File: config.mk
export PLATFORM = sky130hd
export DESIGN_NAME = stable_priority_queue_with_history
export DESIGN_NICKNAME = d
export VERILOG_FILES = /design/src/rtl/core/spqh_pkg.sv /design/src/rtl/core/stable_priority_queue_with_history.sv /design/src/rtl/core/spqh_qcell.sv /design/src/rtl/core/spqh_hcell.sv
export SDC_FILE = /design/constraint.sdc
export NUM_CORES = 1
export LEC_CHECK = 0
export BUFFER_PORTS_ARGS = -buffer_cell sky130_fd_sc_hd__buf_2
export CORE_ASPECT_RATIO = 1.5
export CORE_MARGIN = 1
export CORE_UTILIZATION = 35
export CTS_BUF_LIST = sky130_fd_sc_hd__clkbuf_8
export DETAILED_ROUTE_END_ITERATION = 8
export PLACE_DENSITY = 0.52
export SLEW_MARGIN = 20
export SYNTH_ARGS = -nofsm -noshare
export SYNTH_HDL_FRONTEND = slang
export SYNTH_SLANG_ARGS = --single-unit
File: constraint.sdc
create_clock -name clk -period 17.8 [get_ports clk]
set_input_delay 1.78 -clock clk [delete_from_list [all_inputs] [get_ports clk]]
set_output_delay 1.78 -clock clk [all_outputs]
set_load 0.05 [all_outputs]
File: src/rtl/core/spqh_pkg.sv
`timescale 1ns / 1ps
`default_nettype none

package spqh_pkg;

    localparam int ID_W     = 16;
    localparam int PRIO_W   = 3;
    localparam int COUNT_W  = 5;
    localparam int STATUS_W = 2;

    typedef enum logic [1:0] {
        OP_ENQ = 2'd0,
        OP_DEQ = 2'd1,
        OP_POP = 2'd2,
        OP_NOP = 2'd3
    } opcode_t;

    typedef enum logic [STATUS_W-1:0] {
        ST_OK     = 2'd0,
        ST_QEMPTY = 2'd1,
        ST_QFULL  = 2'd2,
        ST_HEMPTY = 2'd3
    } status_t;

    typedef struct packed {
        logic [ID_W-1:0]   id;
        logic [PRIO_W-1:0] prio;
    } entry_t;

    // Shared command for every queue cell in one cycle.
    typedef struct packed {
        logic   enq;
        logic   deq;
        entry_t new_entry;
    } q_ctrl_t;

    // Shared command for every history cell in one cycle.
    typedef struct packed {
        logic            push;
        logic            pop;
        logic [ID_W-1:0] new_id;
    } h_ctrl_t;

    typedef struct packed {
        status_t            status;
        logic [ID_W-1:0]    id;
        logic [PRIO_W-1:0]  prio;
        logic               dropped;
        logic [COUNT_W-1:0] qcount;
        logic [COUNT_W-1:0] hcount;
    } result_t;

endpackage

`default_nettype wire

File: src/rtl/core/stable_priority_queue_with_history.sv
// Stable priority queue with a last-in-first-out history of dequeued ids.
// Each accepted item is one operation: enqueue (id and priority), dequeue
// of the highest-priority entry, or pop of the newest history id. Entries of
// equal priority leave in arrival order. The block takes one item every clock
// cycle while in_ready is high: every queue cell compares its own priority
// with the new one and looks only at its two neighbors, so an insert or a
// removal finishes in the cycle the item is accepted, and the result is
// presented from an output register. A second output register lets one
// more item in while a result is waiting; with both full, in_ready drops.
// Queue and history contents are held in the cells without reset; the fill
// counters decide which cells are live.
`timescale 1ns / 1ps
`default_nettype none

module stable_priority_queue_with_history #(
    parameter int QUEUE_DEPTH   = 16,
    parameter int HISTORY_DEPTH = 16
) (
    input  wire logic                              clk,
    input  wire logic                              rst_n,

    input  wire logic                              in_valid,
    output logic                                   in_ready,
    input  wire logic [1:0]                        opcode,
    input  wire logic [spqh_pkg::ID_W-1:0]         item_id,
    input  wire logic [spqh_pkg::PRIO_W-1:0]       priority_req,

    output logic                                   out_valid,
    input  wire logic                              out_ready,
    output logic [spqh_pkg::STATUS_W-1:0]          status,
    output logic [spqh_pkg::ID_W-1:0]              out_id,
    output logic [spqh_pkg::PRIO_W-1:0]            out_priority,
    output logic                                   history_dropped,
    output logic [spqh_pkg::COUNT_W-1:0]           queue_count,
    output logic [spqh_pkg::COUNT_W-1:0]           history_count
);

    // Fill counters are wide enough to hold the full depth.
    localparam int QFW = $clog2(QUEUE_DEPTH + 1);
    localparam int HFW = $clog2(HISTORY_DEPTH + 1);

    logic [QFW-1:0] q_fill_reg;
    logic [QFW-1:0] q_fill_next;
    logic [HFW-1:0] h_fill_reg;
    logic [HFW-1:0] h_fill_next;

    // Output buffer: the main register drives the ports, the skid register
    // catches one result while the main one is stalled.
    spqh_pkg::result_t out_res_reg;
    spqh_pkg::result_t skid_res_reg;
    logic              out_valid_reg;
    logic              skid_valid_reg;

    spqh_pkg::q_ctrl_t q_ctrl;
    spqh_pkg::h_ctrl_t h_ctrl;
    spqh_pkg::result_t res;

    spqh_pkg::entry_t          q_entry [QUEUE_DEPTH];
    logic [QUEUE_DEPTH-1:0]    q_keep;
    logic [spqh_pkg::ID_W-1:0] h_id    [HISTORY_DEPTH];

    logic acc;
    logic out_take;
    logic q_full;
    logic q_empty;
    logic h_full;
    logic h_empty;

    assign in_ready = !skid_valid_reg;
    assign acc      = in_valid && in_ready;
    assign out_take = !out_valid_reg || out_ready;

    assign q_full  = (q_fill_reg == QFW'(QUEUE_DEPTH));
    assign q_empty = (q_fill_reg == '0);
    assign h_full  = (h_fill_reg == HFW'(HISTORY_DEPTH));
    assign h_empty = (h_fill_reg == '0);

    // Decode the operation. Cell commands are only raised for an accepted
    // item that actually changes the queue or the history.
    always_comb
    begin
        q_ctrl.enq                = 1'b0;
        q_ctrl.deq                = 1'b0;
        q_ctrl.new_entry.id       = item_id;
        q_ctrl.new_entry.prio     = priority_req;
        h_ctrl.push               = 1'b0;
        h_ctrl.pop                = 1'b0;
        h_ctrl.new_id             = q_entry[0].id;
        q_fill_next               = q_fill_reg;
        h_fill_next               = h_fill_reg;
        res.status                = spqh_pkg::ST_OK;
        res.id                    = '0;
        res.prio                  = '0;
        res.dropped               = 1'b0;

        if (acc)
        begin
            unique case (spqh_pkg::opcode_t'(opcode))
                spqh_pkg::OP_ENQ:
                begin
                    if (q_full)
                    begin
                        res.status = spqh_pkg::ST_QFULL;
                    end
                    else
                    begin
                        q_ctrl.enq  = 1'b1;
                        q_fill_next = q_fill_reg + 1'b1;
                    end
                end
                spqh_pkg::OP_DEQ:
                begin
                    if (q_empty)
                    begin
                        res.status = spqh_pkg::ST_QEMPTY;
                    end
                    else
                    begin
                        q_ctrl.deq  = 1'b1;
                        q_fill_next = q_fill_reg - 1'b1;
                        res.id      = q_entry[0].id;
                        res.prio    = q_entry[0].prio;
                        // A full history keeps its contents and the id is lost.
                        if (h_full)
                        begin
                            res.dropped = 1'b1;
                        end
                        else
                        begin
                            h_ctrl.push = 1'b1;
                            h_fill_next = h_fill_reg + 1'b1;
                        end
                    end
                end
                spqh_pkg::OP_POP:
                begin
                    if (h_empty)
                    begin
                        res.status = spqh_pkg::ST_HEMPTY;
                    end
                    else
                    begin
                        h_ctrl.pop  = 1'b1;
                        h_fill_next = h_fill_reg - 1'b1;
                        res.id      = h_id[0];
                    end
                end
                default:
                begin
                    // The unused code is a no-operation that still returns a result.
                end
            endcase
        end

        res.qcount = spqh_pkg::COUNT_W'(q_fill_next);
        res.hcount = spqh_pkg::COUNT_W'(h_fill_next);
    end

    // Queue chain. The first cell sees an always-keeping boundary on its
    // left, so it takes the new entry whenever it does not keep its own entry.
    for (genvar k = 0; k < QUEUE_DEPTH; k++)
    begin : g_qcell
        logic             left_keep;
        spqh_pkg::entry_t left_entry;
        spqh_pkg::entry_t right_entry;

        if (k == 0)
        begin : g_first
            assign left_keep  = 1'b1;
            assign left_entry = q_ctrl.new_entry;
        end
        else
        begin : g_mid
            assign left_keep  = q_keep[k-1];
            assign left_entry = q_entry[k-1];
        end

        if (k == QUEUE_DEPTH - 1)
        begin : g_last
            assign right_entry = q_ctrl.new_entry;
        end
        else
        begin : g_inner
            assign right_entry = q_entry[k+1];
        end

        spqh_qcell u_qcell (
            .clk         (clk),
            .ctrl        (q_ctrl),
            .occupied    (q_fill_reg > QFW'(k)),
            .left_keep   (left_keep),
            .left_entry  (left_entry),
            .right_entry (right_entry),
            .keep        (q_keep[k]),
            .entry       (q_entry[k])
        );
    end

    // History chain, newest id in the first cell.
    for (genvar k = 0; k < HISTORY_DEPTH; k++)
    begin : g_hcell
        logic [spqh_pkg::ID_W-1:0] left_id;
        logic [spqh_pkg::ID_W-1:0] right_id;

        if (k == 0)
        begin : g_first
            assign left_id = h_ctrl.new_id;
        end
        else
        begin : g_mid
            assign left_id = h_id[k-1];
        end

        if (k == HISTORY_DEPTH - 1)
        begin : g_last
            assign right_id = h_ctrl.new_id;
        end
        else
        begin : g_inner
            assign right_id = h_id[k+1];
        end

        spqh_hcell u_hcell (
            .clk      (clk),
            .ctrl     (h_ctrl),
            .left_id  (left_id),
            .right_id (right_id),
            .id       (h_id[k])
        );
    end

    always_ff @(posedge clk or negedge rst_n)
    begin
        if (!rst_n)
        begin
            q_fill_reg <= '0;
            h_fill_reg <= '0;
        end
        else
        begin
            q_fill_reg <= q_fill_next;
            h_fill_reg <= h_fill_next;
        end
    end

    // Output buffer control. The skid register is only filled while the
    // main register holds a stalled result, and drains into it first.
    always_ff @(posedge clk or negedge rst_n)
    begin
        if (!rst_n)
        begin
            out_valid_reg  <= 1'b0;
            skid_valid_reg <= 1'b0;
        end
        else if (out_take)
        begin
            if (skid_valid_reg)
            begin
                out_valid_reg  <= 1'b1;
                skid_valid_reg <= 1'b0;
            end
            else
            begin
                out_valid_reg <= acc;
            end
        end
        else if (acc)
        begin
            skid_valid_reg <= 1'b1;
        end
    end

    always_ff @(posedge clk)
    begin
        if (out_take)
        begin
            out_res_reg <= skid_valid_reg ? skid_res_reg : res;
        end
        else if (acc)
        begin
            skid_res_reg <= res;
        end
    end

    assign out_valid       = out_valid_reg;
    assign status          = out_res_reg.status;
    assign out_id          = out_res_reg.id;
    assign out_priority    = out_res_reg.prio;
    assign history_dropped = out_res_reg.dropped;
    assign queue_count     = out_res_reg.qcount;
    assign history_count   = out_res_reg.hcount;

endmodule

`default_nettype wire

File: src/rtl/core/spqh_qcell.sv
`timescale 1ns / 1ps
`default_nettype none

// One slot of the sorted queue. The cell keeps its entry when it outranks
// or ties the new one, takes the new entry at the insert boundary, and
// otherwise takes its left neighbor's entry. On dequeue it takes the right one.
module spqh_qcell (
    input  wire logic              clk,
    input  wire spqh_pkg::q_ctrl_t ctrl,
    input  wire logic              occupied,
    input  wire logic              left_keep,
    input  wire spqh_pkg::entry_t  left_entry,
    input  wire spqh_pkg::entry_t  right_entry,
    output logic                   keep,
    output spqh_pkg::entry_t       entry
);

    spqh_pkg::entry_t entry_reg;
    spqh_pkg::entry_t entry_next;

    assign keep  = occupied && (entry_reg.prio >= ctrl.new_entry.prio);
    assign entry = entry_reg;

    always_comb
    begin
        entry_next = entry_reg;
        if (ctrl.enq)
        begin
            if (!keep)
            begin
                entry_next = left_keep ? ctrl.new_entry : left_entry;
            end
        end
        else if (ctrl.deq)
        begin
            entry_next = right_entry;
        end
    end

    always_ff @(posedge clk)
    begin
        entry_reg <= entry_next;
    end

endmodule

`default_nettype wire

File: src/rtl/core/spqh_hcell.sv
`timescale 1ns / 1ps
`default_nettype none

// One slot of the history stack. The newest id sits in the first cell;
// a push moves every id one cell down and a pop moves every id one cell up.
module spqh_hcell (
    input  wire logic                          clk,
    input  wire spqh_pkg::h_ctrl_t             ctrl,
    input  wire logic [spqh_pkg::ID_W-1:0]     left_id,
    input  wire logic [spqh_pkg::ID_W-1:0]     right_id,
    output logic [spqh_pkg::ID_W-1:0]          id
);

    logic [spqh_pkg::ID_W-1:0] id_reg;
    logic [spqh_pkg::ID_W-1:0] id_next;

    assign id = id_reg;

    always_comb
    begin
        id_next = id_reg;
        if (ctrl.push)
        begin
            id_next = left_id;
        end
        else if (ctrl.pop)
        begin
            id_next = right_id;
        end
    end

    always_ff @(posedge clk)
    begin
        id_reg <= id_next;
    end

endmodule

`default_nettype wire

* Word level (Yosys, flattened, before mapping)
Index checks and enable logic that the tools add are counted.
Widths: inputs -> output; s select.
** Word-level totals
- Register bits :: 636
- Bits in latches :: 0
- RAM bits :: 0
- Memory bits (read-only) :: 0
- Output and inout bits :: 34
- Word-level logic and storage cells :: 293
- Memories :: 0
** Cells by class
- Add/sub/neg operators :: 4
- Multipliers :: 0
- Div/mod/pow operators :: 0
- Magnitude comparators :: 32
- Equality and inequality tests :: 20
- Shifts and indexed selects :: 0
- Multiplexer cells :: 129
- Bitwise operators :: 1
- Reductions and logical operators :: 43
** Operators with widths (count)
- $mux 19 :: 63
- $mux 16 :: 33
- $ge 3x3->1 :: 16
- $gt 5x4->1 const B :: 8
- $mux 5 :: 7
- $reduce_and 2->1 :: 17
- $mux 32 :: 1
- $ne 2x2->1 const B :: 16
- $pmux 16 s2 :: 1
- $mux 22 :: 1
- $gt 5x3->1 const B :: 4
- $mux 20 :: 1
- $pmux 5 s2 :: 2
- $logic_and 1x1->1 :: 17
- $mux 1 :: 14
- $add 5x1->5 const B :: 2
- $eq 5x5->1 const B :: 2
- $gt 5x1->1 const B :: 2
- $gt 5x2->1 const B :: 2
- $logic_not 5->1 :: 2
- $sub 5x1->5 const B :: 2
- $mux 2 :: 4
- $pmux 2 s3 :: 1
- $reduce_bool 2->1 :: 3
- 7 further kinds :: 8

* Depth between registers and ports, before layout
Gate-level depths: netlist of the first run.
- Depth in word-level cells :: 7
- Depth in mapped cells :: 11
- Depth with buffers taken out :: 7

* By module
Synthesis of the first run repeated with hierarchy kept, for this count alone.
** Unflattened totals
- Cells, all modules :: 2387
- Area, all modules :: 32456.1 um2
** Modules (own cells, without submodules)
- spqh_qcell :: times used 16, cells an instance 95, area each 1059.8 um2, sequential area each 570.5 um2
- spqh_hcell :: times used 16, cells an instance 35, area each 732.0 um2, sequential area each 480.5 um2
- stable_priority_queue_with_history :: times used 1, cells an instance 307, area each 3788.6 um2, sequential area each 2222.1 um2

* Worst setup path after synthesis of the first run
Ideal clock, no wire load.
- Path type :: input to register
- Start :: input port opcode[1]
- End :: register g_hcell[0].u_hcell.id_reg (netlist bit g_hcell[0].u_hcell.id[0]), enable pin
- Library setup time :: 957 ps
- Data arrival time :: 15001 ps
- Required time :: 16843 ps
- Setup slack :: 1841 ps
- Stages :: 7
- Path buffers :: 1
- Cells stage by stage :: inv_1 ha_1 inv_1 nor2_1 clkbuf_1 nand2_1 a21oi_1
** Between the ends
- Cells in the longest elaborated chain, start to end :: 4
** RTL lines
- start: declaration :: line stable_priority_queue_with_history.sv:24 : input wire logic [1:0] opcode,
- $eq 2x2->1 or $eq 2x1->1 (tied branches) :: line stable_priority_queue_with_history.sv:98 : unique case (spqh_pkg::opcode_t'(opcode))
- $mux 1 :: line stable_priority_queue_with_history.sv:98
- $mux 2 * :: line stable_priority_queue_with_history.sv:96 : if (acc)
- $reduce_bool 2->1 (no source line) *
- end signal: assignment :: line spqh_hcell.sv:34 : id_reg <= id_next;
- end: declaration :: line spqh_hcell.sv:14 : logic [spqh_pkg::ID_W-1:0] id_reg;
Every way passes the cells marked *; elsewhere a longest branch is shown, timed or not.
A chain may end at the register's enable or synchronous reset.

==> results of run 1 <==
## power by group through the flow
stage               Sequential, mW  Combinational, mW  Clock, mW
CTS                           1.98              0.849       1.22
floorplan                     2.03              0.626          0
detailed placement            2.01              0.846          0
global route                  1.99              0.921       1.28
global placement              2.00              0.826          0
finish                        1.97              0.834       1.17
## final cells by class
cell class / count / area (sq um) / share of cell area (%)
flip-flops and latches: 636 / 19000 / 56.2
multi-input cells: 1469 / 10900 / 32.1
inverters: 29 / 109 / 0.321
clock inverters: 77 / 367 / 1.08
diodes: 2 / 5.00 / 0.0148
well taps: 1139 / 1430 / 4.21
repair buffers: 89 / 559 / 1.65
clock buffers: 108 / 1490 / 4.39
## stage by stage
stage                     instance area [sq um]  hold WS [ns]  setup slack, ns
final                                     33900         0.526            11.60
after global routing                      33900         0.532            11.02
after CTS                                 33800         0.530            11.47
after detailed placement                  32000         0.510            10.66
after global placement                    31900         0.502            10.81
after floorplan                           30800         0.495             1.84
## per-layer routing
layer / global-route usage, % / wire [um] / vias to the layer above
met3: 2.07 / 2150 / 98
met2: 25.6 / 32700 / 307
met5: 0 / 0 / -
li1: - / - / 8626
met1: 17.2 / 27200 / 8668
met4: 5.61 / 1410 / 0
## cell usage in the layout (no fill, tap or decap), types with 3 or more instances in the layout
| cell | synthesis | final |
|---|---|---|
| edfxtp_1 | 624 | 624 |
| a22o_1 | 4 | 4 |
| clkbuf_8 | 0 | 108 |
| ha_1 | 60 | 60 |
| o21ai_0 | 294 | 285 |
| nor2b_1 | 10 | 10 |
| clkinv_1 | 0 | 22 |
| a221o_1 | 5 | 5 |
| inv_1 | 28 | 67 |
| mux2_2 | 261 | 261 |
| o21ai_2 | 0 | 7 |
| buf_4 | 2 | 28 |
| nand3_1 | 9 | 8 |
| nand2b_1 | 10 | 9 |
| mux2i_1 | 267 | 267 |
| a21o_1 | 26 | 26 |
| nor2_1 | 40 | 36 |
| buf_2 | 55 | 58 |
| nor2_2 | 1 | 4 |
| nor3_1 | 10 | 8 |
| a22oi_1 | 16 | 16 |
| o221ai_1 | 3 | 3 |
| nand2_2 | 0 | 3 |
| clkinv_2 | 0 | 9 |
| a211oi_1 | 4 | 4 |
| a21oi_1 | 22 | 21 |
| dfrtp_1 | 12 | 12 |
| nand4_1 | 4 | 4 |
| and3_1 | 4 | 4 |
| nand2_1 | 363 | 360 |
| mux2_1 | 23 | 23 |
## worst min path at each step
stage / start / cells after the start / slack (ns) / to
6_report: skid_res_reg[24] / 1 / 0.53 / out_id[10]
5_1_grt: skid_res_reg[24] / 1 / 0.53 / out_id[10]
4_1_cts: g_qcell[1].u_qcell.entry[15] / 2 / 0.53 / g_qcell[0].u_qcell.entry[15]
3_5_place_dp: skid_res_reg[25] / 1 / 0.51 / out_id[11]
3_3_place_gp: g_qcell[15].u_qcell.entry[13] / 2 / 0.50 / g_qcell[14].u_qcell.entry[13]
2_1_floorplan: skid_res_reg[30] / 1 / 0.50 / status[0]
## kinds of logic (layout without fill, tap and decap cells)
group	count (synthesis)	count (layout)	synth area share (%)
other	0	2	0
AOI/OAI and AO/OA	388	388	7.02
buffers and inverters	193	303	3.31
DFF	636	636	61.8
and+or+nand+nor	467	467	6.29
adders and majority gates	60	60	2.44
muxes	552	552	19.1
xor gates and xnor gates	2	2	0.0569
==> metrics.yaml, run 1 <==
power_and_ir_drop:
  finalPower_mw: 3.98
  p_seq_share_pct: 49.6
  comb_power_share_pct: 21.0
  internal_power_mw: 2.78
  swShare_pct: 30.0
  switchingPower_mw: 1.19
  power_density_mw_per_mm2: 117
  clockPowerShare_pct: 29.4
  peakVddDrop_mv: 0.0590
  p_leak_nw: 13.3
worst_setup_path:
  crit_arrival_ns: 6.62
  r2r-start: "q_fill_reg[0]"
  startpoint: "opcode[0]"
  critical-path-top-delay-family: "buffers and inverters"
  crit_chain: "buf_2 > inv_1 > ha_1 > nand3_4 > buf_4 > buf_4 > buf_6 > buf_4 > o21ai_0"
  reg2reg_depth: 9
  cpPeakStageDelay_ns: 0.89
  path_max_fanout: 130
  cp_slowest_cell: "buf_4"
  cp-start-kind: "input port"
  crit_path_end: "g_qcell[5].u_qcell.entry[15]"
  cp.required_ns: 18.21
  endpoint_kind: "flop"
  r2r_end: "g_qcell[5].u_qcell.entry[15]"
  crit_top_cell: "buf_4"
  cp_num_buf_inv: 6
  critical_path_class: "in2reg"
  path_depth: 9
  reg2reg_slack_ns: 11.68
floorplan:
  ios: 59
  die-area_sq_mm: 0.0892
  die_h_um: 365
  die_x_um: 244
  initial_core_util_pct: 35.5
  row_count: 132
  core_sq_mm: 0.0867
hold_path:
  hp-class: "reg2reg"
clock_network:
  cts_tree: "built"
  clkLatencyLatePin_ns: 0.72
  cts_hold_buf: 0
  cts.clk_slew.worst_paths_ns: 0.07
  clk_path_buf_depth: 3
  cts_inserted_buffers: 100
  cts_max_level: 3
  cts_setup_buffers: 0
  cts.repair.resized: 0
  tritoncts_num_sinks: 636
  cts_root_buf: "clkbuf_8"
sta:
  min_period_ns: 6.20
  drv_slew: 0
  hold_violations: 0
  maxSlewHeadroom_pct: 31.5
  tns_ns: 0
  fmax_mhz: 161
  fin_crit_sh_pct: 34.9
  worst_pin_slew_ns: 1.03
  grt_setup_unrepaired: "no"
  setup_viol: 0
  finClkSkew_ns: 0.0268
drt:
  drc_errors: 0
  drt_iter0_markers: 1169
  totalWireLength_um: 63400
  post_drt_via_cell_ratio: 4.99
  dr.pass1.iters: 5
  ant_nets: 0
  num_vias: 17700
  routedWlPerCell_um: 17.9
yosys:
  synth_seq_area_share_pct: 61.8
  syn-cell-area_sq_mm: 0.0308
  syn_inst: 2298
  synth.distinct_cells: 56
  yosys.cell_count.top_type: "edfxtp_1"
  synthArstFlopShare_pct: 1.89
  ys_ff_latch: 636
  yosys_warnings: 0
  synth.area.top_cells: "edfxtp_1 (61%), mux2_2 (9.5%), mux2i_1 (8.7%)"
  synth_top_cells_by_count: "edfxtp_1 (624), nand2_1 (363), o21ai_0 (294), mux2i_1 (267), mux2_2 (261)"
  synth-edff-count: 624
  yosys.area.top_type_share_pct: 60.8
  postSynthNetCount: 2383
  avgSynthCellArea_sq_um: 13.4
  yosysTopAreaCell: "edfxtp_1"
  synth_flop_cell: "edfxtp_1"
final_layout:
  final_nets: 2410
  n_fill_cell: 8202
  area_delta_synth_final_pct: 9.90
  drive_gt1_share_pct: 21.1
  final_util_pct: 39.1
  stdcell_count: 3549
  largest_reg_flops: 304
placed_design:
  dp.cells: 3361
  io_buffers: 58
  gp_congestion: 0.770
  dpl.hpwl_um: 41500
global_route:
  grt_pass1_wl_um: 103000
  grt_overflow_total: 0
  antenna_found_initial: 2
  grt_pass1_vias: 18600
  grt_max_degree: 195
  grt.total_usage_pct: 14.3
job:
  maxCapViolCount: 0
status:
  status: "finished, final reports clean"
Note: power is estimated with default switching activity, not from simulation.
==> run 2: changes to the inputs <==
clock period = 6.42 ns   (was 17.8 ns; I/O delays follow)
==> run 2 against run 1 <==
Highest routed layer unchanged. Worst setup slack worse by 8.9 ns. Die area stayed put. Clock power grew to 3.0 times the previous value. Clock-buffer cell count is 1 higher. Final area is 0.37% higher. Clock skew is 0.0068 ns higher. Sequential power grew to 2.8 times the previous value. Core utilization is 0.14 points higher. Global-route usage is 0.27 points higher. Total power grew to 2.8 times the previous value. Final cell count stayed put.
==> metrics.yaml, run 2 (synthesized netlist as in run 1, its figures left out) <==
final_layout:
  n_fill_cell: 8208  # +0.073%
  final_common_cell: "edfxtp_1"
  fin_area_sq_mm: 0.0340  # +0.37%
  final_cell_mix: "edfxtp_1 (624), nand2_1 (363), o21ai_0 (285)"
  multi_input_area_sq_mm: 0.0108  # -0.26%
  drive_gt1_share_pct: 21.2  # +0.13 points
  final_util_pct: 39.2  # +0.14 points
  seq_area_sq_mm: 0.0190  # unchanged
  final_nets: 2416  # +0.25%
  area_delta_synth_final_pct: 10.3
  largest_reg_flops: 304  # unchanged
drt:
  drt_iter0_markers: 1295  # +11%
  routedWlPerCell_um: 18.3  # +2.5%
  ant_nets: 0  # unchanged
  dr.pass1.iters: 5  # unchanged
  drc_errors: 0  # unchanged
  totalWireLength_um: 65000  # +2.5%
  num_vias: 17800  # +0.42%
  post_drt_via_cell_ratio: 5.01  # +0.42%
placed_design:
  io_buffers: 58  # unchanged
  gp_congestion: 0.786  # +2.1%
  dpl-instance-area_sq_mm: 0.0320  # about the same
  dpl_worst_slack_ns: 2.50  # -8.16 ns
  dpl.hpwl_um: 42700  # +2.9%
floorplan:
  initial_core_util_pct: 35.5  # unchanged
  die-area_sq_mm: 0.0892  # unchanged
  core_sq_mm: 0.0867  # unchanged
  row_count: 132  # unchanged
  ios: 59  # unchanged
  die_x_um: 244  # unchanged
  die_h_um: 365  # unchanged
sta:
  min_period_ns: 3.72
  setup_viol: 0  # unchanged
  grt_setup_unrepaired: "no"
  setup_slack_ns: 2.70  # -8.90 ns
  finClkSkew_ns: 0.0336  # +0.00681 ns
  hold_violations: 0  # unchanged
  maxSlewHeadroom_pct: 16.6  # -15 points
  tns_ns: 0  # unchanged
  worst_pin_slew_ns: 1.25  # +0.223 ns
  drv_slew: 0  # unchanged
  fmax_mhz: 269
  fin_crit_sh_pct: 58.0
worst_setup_path:
  reg2reg_depth: 7  # -2
  reg2reg_slack_ns: 2.70  # -8.98 ns
  cp-start-kind: "flop"
  cp.required_ns: 6.61  # -11.60 ns
  crit_path_end: "g_qcell[14].u_qcell.entry[3]"
  path_max_fanout: 19  # -85%
  r2r_end: "g_qcell[14].u_qcell.entry[3]"
  critical_path_class: "reg2reg"
  crit_arrival_ns: 3.91  # -2.71 ns
  startpoint: "q_fill_reg[0]"
  r2r-start: "q_fill_reg[0]"
  endpoint_kind: "flop"
clock_network:
  cts_setup_buffers: 0  # unchanged
  cts_hold_buf: 1  # +1
  tritoncts_num_sinks: 636  # unchanged
  cts_root_buf: "clkbuf_8"
  cts.repair.resized: 0  # unchanged
  cts_inserted_buffers: 103  # +3.0%
  cts_tree: "built"
  clk_path_buf_depth: 3  # unchanged
  clkLatencyLatePin_ns: 0.73  # about the same
  cts.clk_slew.worst_paths_ns: 0.06  # about the same
  cts_max_level: 3  # unchanged
global_route:
  grt_max_degree: 295  # +51%
  grt_pass1_wl_um: 104000  # +1.4%
  grt_pass1_vias: 18600  # +0.0054%
  grt_overflow_total: 0  # unchanged
  antenna_found_initial: 3  # +1
  grt.total_usage_pct: 14.6  # +0.27 points
status:
  status: "finished, final reports clean"
hold_path:
  hp-class: "in2reg"
power_and_ir_drop:
  p_leak_nw: 13.4  # about the same
  power_density_mw_per_mm2: 331  # +180%
  peakVddDrop_mv: 0.181  # +210%
  finalPower_mw: 11.3  # +180%
job:
  maxCapViolCount: 0  # unchanged
[run 2: cell count changes in the layout (fill, tap and decap cells not counted), moves of 2 or more]
| cell | delta |
|---|---|
| buf_12 | +2 |
| buf_4 | +2 |
| bufinv_16 | +5 |
| clkinv_1 | +3 |
| clkinv_2 | -2 |
| clkinvlp_4 | +4 |
| inv_1 | -13 |
| inv_8 | -2 |
| nand2_1 | +3 |
| nand2_2 | -3 |
| o21ai_4 | -2 |
[run 2: final cells by class]
type,instances,share of cell area [%]
Clock inverter,72,1.40
Timing Repair Buffer,92,1.72
Multi-Input combinational cell,1469,31.9
Tap cell,1139,4.19
Clock buffer,109,4.41
Antenna cell,3,0.0221
Inverter,29,0.320
Sequential cell,636,56.0
[run 2: worst min-delay path by stage]
stage,endpoint,start,depth (start not counted),slack (ns)
5_1_grt,out_valid,in_valid,3,0.15
6_report,out_valid,in_valid,3,0.19
4_1_cts,out_valid,in_valid,3,0.11
3_5_place_dp,out_id[11],skid_res_reg[25],1,0.51
2_1_floorplan,h_fill_reg[0],rst_n,0,0.35
3_3_place_gp,status[1],skid_res_reg[31],1,0.51
[run 2: routing by layer]
| layer | track usage (%) | vias up | routed length, um |
|---|---|---|---|
| met5 | 0 | - | 0 |
| met2 | 25.8 | 332 | 33100 |
| li1 | - | 8631 | - |
| met4 | 5.26 | 0 | 1570 |
| met3 | 2.76 | 117 | 2620 |
| met1 | 17.5 | 8694 | 27700 |
[run 2: worst max-delay path: stages, from the launching register on]
cell and delay (ns):
dfrtp_1 0.52, inv_1 0.19, ha_1 0.24, or4b_1 0.64, nand2_4 0.18, nor2_2 0.08, nand2_1 0.53, nand2_1 0.81
[run 2: power breakdown]
part	internal, mW	total (mW)	switching (mW)
combinational	0.909	2.30	1.39
sequential	5.21	5.48	0.275
clock	1.81	3.46	1.66
total	7.92	11.3	3.33
[run 2: metrics by stage]
stage / std cells / hold slack (ns)
global placement: 3364 / 0.509
finish: 3549 / 0.190
CTS: 3546 / 0.112
global route: 3549 / 0.150
detailed placement: 3364 / 0.506
floorplan: 2298 / 0.346
==> run 3: changes to the inputs <==
PLACE_DENSITY = 0.53   (was 0.52)
clock period = 3.4 ns   (was 6.42 ns; I/O delays follow)
==> run 3 against run 2 <==
Non-clock buffer count increased by 59. Routed wire length decreased by 3.4%. Critical path depth increased by 1. Worst setup slack got worse by 2.3 ns. Via count increased by 0.18%. First-iteration DRC count increased by 7.8%. Total power increased by 86%. Clock skew increased by 0.0029 ns. Sequential share of layout area decreased by 0.85 points. Maximum frequency increased by 24%. Sequential cell count unchanged. Largest cell class unchanged.
==> metrics.yaml, run 3 (synthesized netlist as in run 1, its figures left out) <==
worst_setup_path:
  startpoint: "q_fill_reg[1]"
  cpPeakStageDelay_ns: 0.62  # -0.19 ns
  crit_path_end: "g_hcell[9].u_hcell.id[5]"
  r2r-start: "q_fill_reg[1]"
  critical_path_class: "reg2reg"
  cp-start-kind: "flop"
  path_max_fanout: 67  # +48
  crit_arrival_ns: 3.45  # -0.46 ns
  cp_slowest_cell: "or4b_1"
  reg2reg_depth: 8  # +1
  crit_chain: "inv_2 > ha_4 > or4b_1 > nand2_4 > nor2_2 > nand2_8 > buf_12 > mux2_2"
  endpoint_kind: "flop"
  reg2reg_slack_ns: 0.40  # -2.29 ns
  cp.required_ns: 3.85  # -2.76 ns
  r2r_end: "g_hcell[9].u_hcell.id[5]"
sta:
  setup_viol: 0  # unchanged
  fmax_mhz: 334  # +24%
  maxSlewHeadroom_pct: 49.3  # +33 points
  worst_pin_slew_ns: 0.759  # -0.492 ns
  tns_ns: 0  # unchanged
  fin_crit_sh_pct: 88.2  # +30 points
  min_period_ns: 3.00  # -0.726 ns
  drv_slew: 0  # unchanged
  finClkSkew_ns: 0.0366  # +0.00292 ns
  hold_violations: 0  # unchanged
  grt_setup_unrepaired: "no"
  setup_slack_ns: 0.402  # -2.29 ns
  hold_slack_ns: 0.130  # -0.0604 ns
clock_network:
  cts_tree: "built"
  cts_root_buf: "clkbuf_8"
  cts.clk_slew.worst_paths_ns: 0.06  # about the same
  clk_path_buf_depth: 3  # unchanged
  clkLatencyLatePin_ns: 0.73  # about the same
  cts_setup_buffers: 0  # unchanged
  cts.repair.resized: 0  # unchanged
  cts_max_level: 3  # unchanged
  tritoncts_num_sinks: 636  # unchanged
  cts_inserted_buffers: 98  # -4.9%
global_route:
  met2_usage_pct: 25.3  # -0.51 points
  busiest_layer: "met2"
  grt_overflow_total: 0  # unchanged
  grt_pass1_wl_um: 102000  # -2.0%
  grt.total_usage_pct: 14.3  # -0.29 points
  antenna_found_initial: 1  # -2
  grt_max_degree: 86  # -71%
  grt_pass1_vias: 18400  # -0.94%
  use_met3_pct: 2.29  # -0.47 points
  grt_util_met1_pct: 17.5  # -0.066 points
drt:
  routedWlPerCell_um: 17.4  # -4.7%
  totalWireLength_um: 62800  # -3.4%
  ant_nets: 0  # unchanged
  drt_iter0_markers: 1396  # +7.8%
  dr.pass1.iters: 5  # unchanged
  post_drt_via_cell_ratio: 4.95  # -1.2%
  num_vias: 17800  # +0.18%
  drc_errors: 0  # unchanged
final_layout:
  largest_reg_flops: 304  # unchanged
  drive_gt1_share_pct: 22.7  # +1.5 points
  area_delta_synth_final_pct: 12.0
  final_common_cell: "edfxtp_1"
  final_cell_mix: "edfxtp_1 (624), nand2_1 (362), o21ai_0 (285)"
  final_nets: 2470  # +2.2%
  n_fill_cell: 8169  # -0.48%
  stdcell_count: 3600  # +1.4%
floorplan:
  die_h_um: 365  # unchanged
  ios: 59  # unchanged
  die-area_sq_mm: 0.0892  # unchanged
  core_sq_mm: 0.0867  # unchanged
  row_count: 132  # unchanged
  die_x_um: 244  # unchanged
  initial_core_util_pct: 35.5  # unchanged
placed_design:
  io_buffers: 58  # unchanged
  gp_congestion: 0.789  # +0.41%
  dpl_worst_slack_ns: 0.421  # -2.08 ns
  dpl.hpwl_um: 43300  # +1.5%
  dp.cells: 3418  # +1.6%
status:
  status: "finished, final reports clean"
power_and_ir_drop:
  peakVddDrop_mv: 0.348  # +92%
  p_leak_nw: 13.7  # +2.4%
  power_density_mw_per_mm2: 605  # +83%
hold_path:
  hp-class: "in2reg"
job:
  maxCapViolCount: 0  # unchanged
[run 3: cell types whose count changed in the layout (fill, tap and decap cells not counted), sizes merged]
cell         delta
buf            +54
inv             +8
bufinv          -5
clkbuf          -5
dlygate4sd3     +5
clkinvlp        -4
diode           -2
[run 3: layout make-up]
class | count | area, sq um | area share (%)
Sequential cell | 636 | 19000 | 55.2
Multi-Input combinational cell | 1469 | 10900 | 31.5
Clock buffer | 104 | 1430 | 4.15
Tap cell | 1139 | 1430 | 4.13
Timing Repair Buffer | 151 | 1290 | 3.74
Clock inverter | 71 | 330 | 0.957
Inverter | 29 | 114 | 0.330
Antenna cell | 1 | 2.50 | 0.00725
[run 3: how the worst min path moves through the flow]
stage          slack (ns)  cells after the start       start                          end
3_3_place_gp         0.25                      1       rst_n                q_fill_reg[0]
4_1_cts             0.004                      3  item_id[3]  g_qcell[0].u_qcell.entry[6]
6_report             0.13                      3  item_id[1]  g_qcell[0].u_qcell.entry[4]
3_5_place_dp         0.25                      1       rst_n                q_fill_reg[0]
5_1_grt               0.1                      3  item_id[3]  g_qcell[0].u_qcell.entry[6]
2_1_floorplan        0.04                      0       rst_n                h_fill_reg[0]
[run 3: layer usage]
layer | vias up | share of wire [%]
met3 | 89 | 3.4
met1 | 8659 | 43
met4 | 0 | 2.2
met5 | - | 0
met2 | 312 | 51
li1 | 8746 | -
[run 3: where the power goes]
part | leakage [nW] | total (mW) | switching, mW | internal [mW]
sequential | 5.94 | 10.3 | 0.442 | 9.82
clock | 1.03 | 5.89 | 2.99 | 2.90
combinational | 6.71 | 4.74 | 2.76 | 1.97
total | 13.7 | 20.9 | 6.20 | 14.7
[run 3: worst max-delay path: cells and delay by family, from the launching register on]
family / cells / cell delay, ns
adders and majority gates: 1 / 0.17
and+or+nand+nor: 4 / 1.09
muxes: 1 / 0.38
DFF: 1 / 0.50
buffers and inverters: 2 / 0.51
[run 3: metrics by stage]
step           cell area (sq um)  total power [mW]  utilization [%]
6_report                   34500              20.9             39.8
3_5_place_dp               32700              15.2             37.7
3_3_place_gp               32700              15.1             37.7
4_1_cts                    34500              21.3             39.8
2_1_floorplan              30900              13.9                -
5_1_grt                    34500              22.0             39.8
[run 3: timing repair]
item,CTS,global route
endpoints found under the hold margin,17,0
endpoints found under the setup margin,0,0
hold buffers,6,0
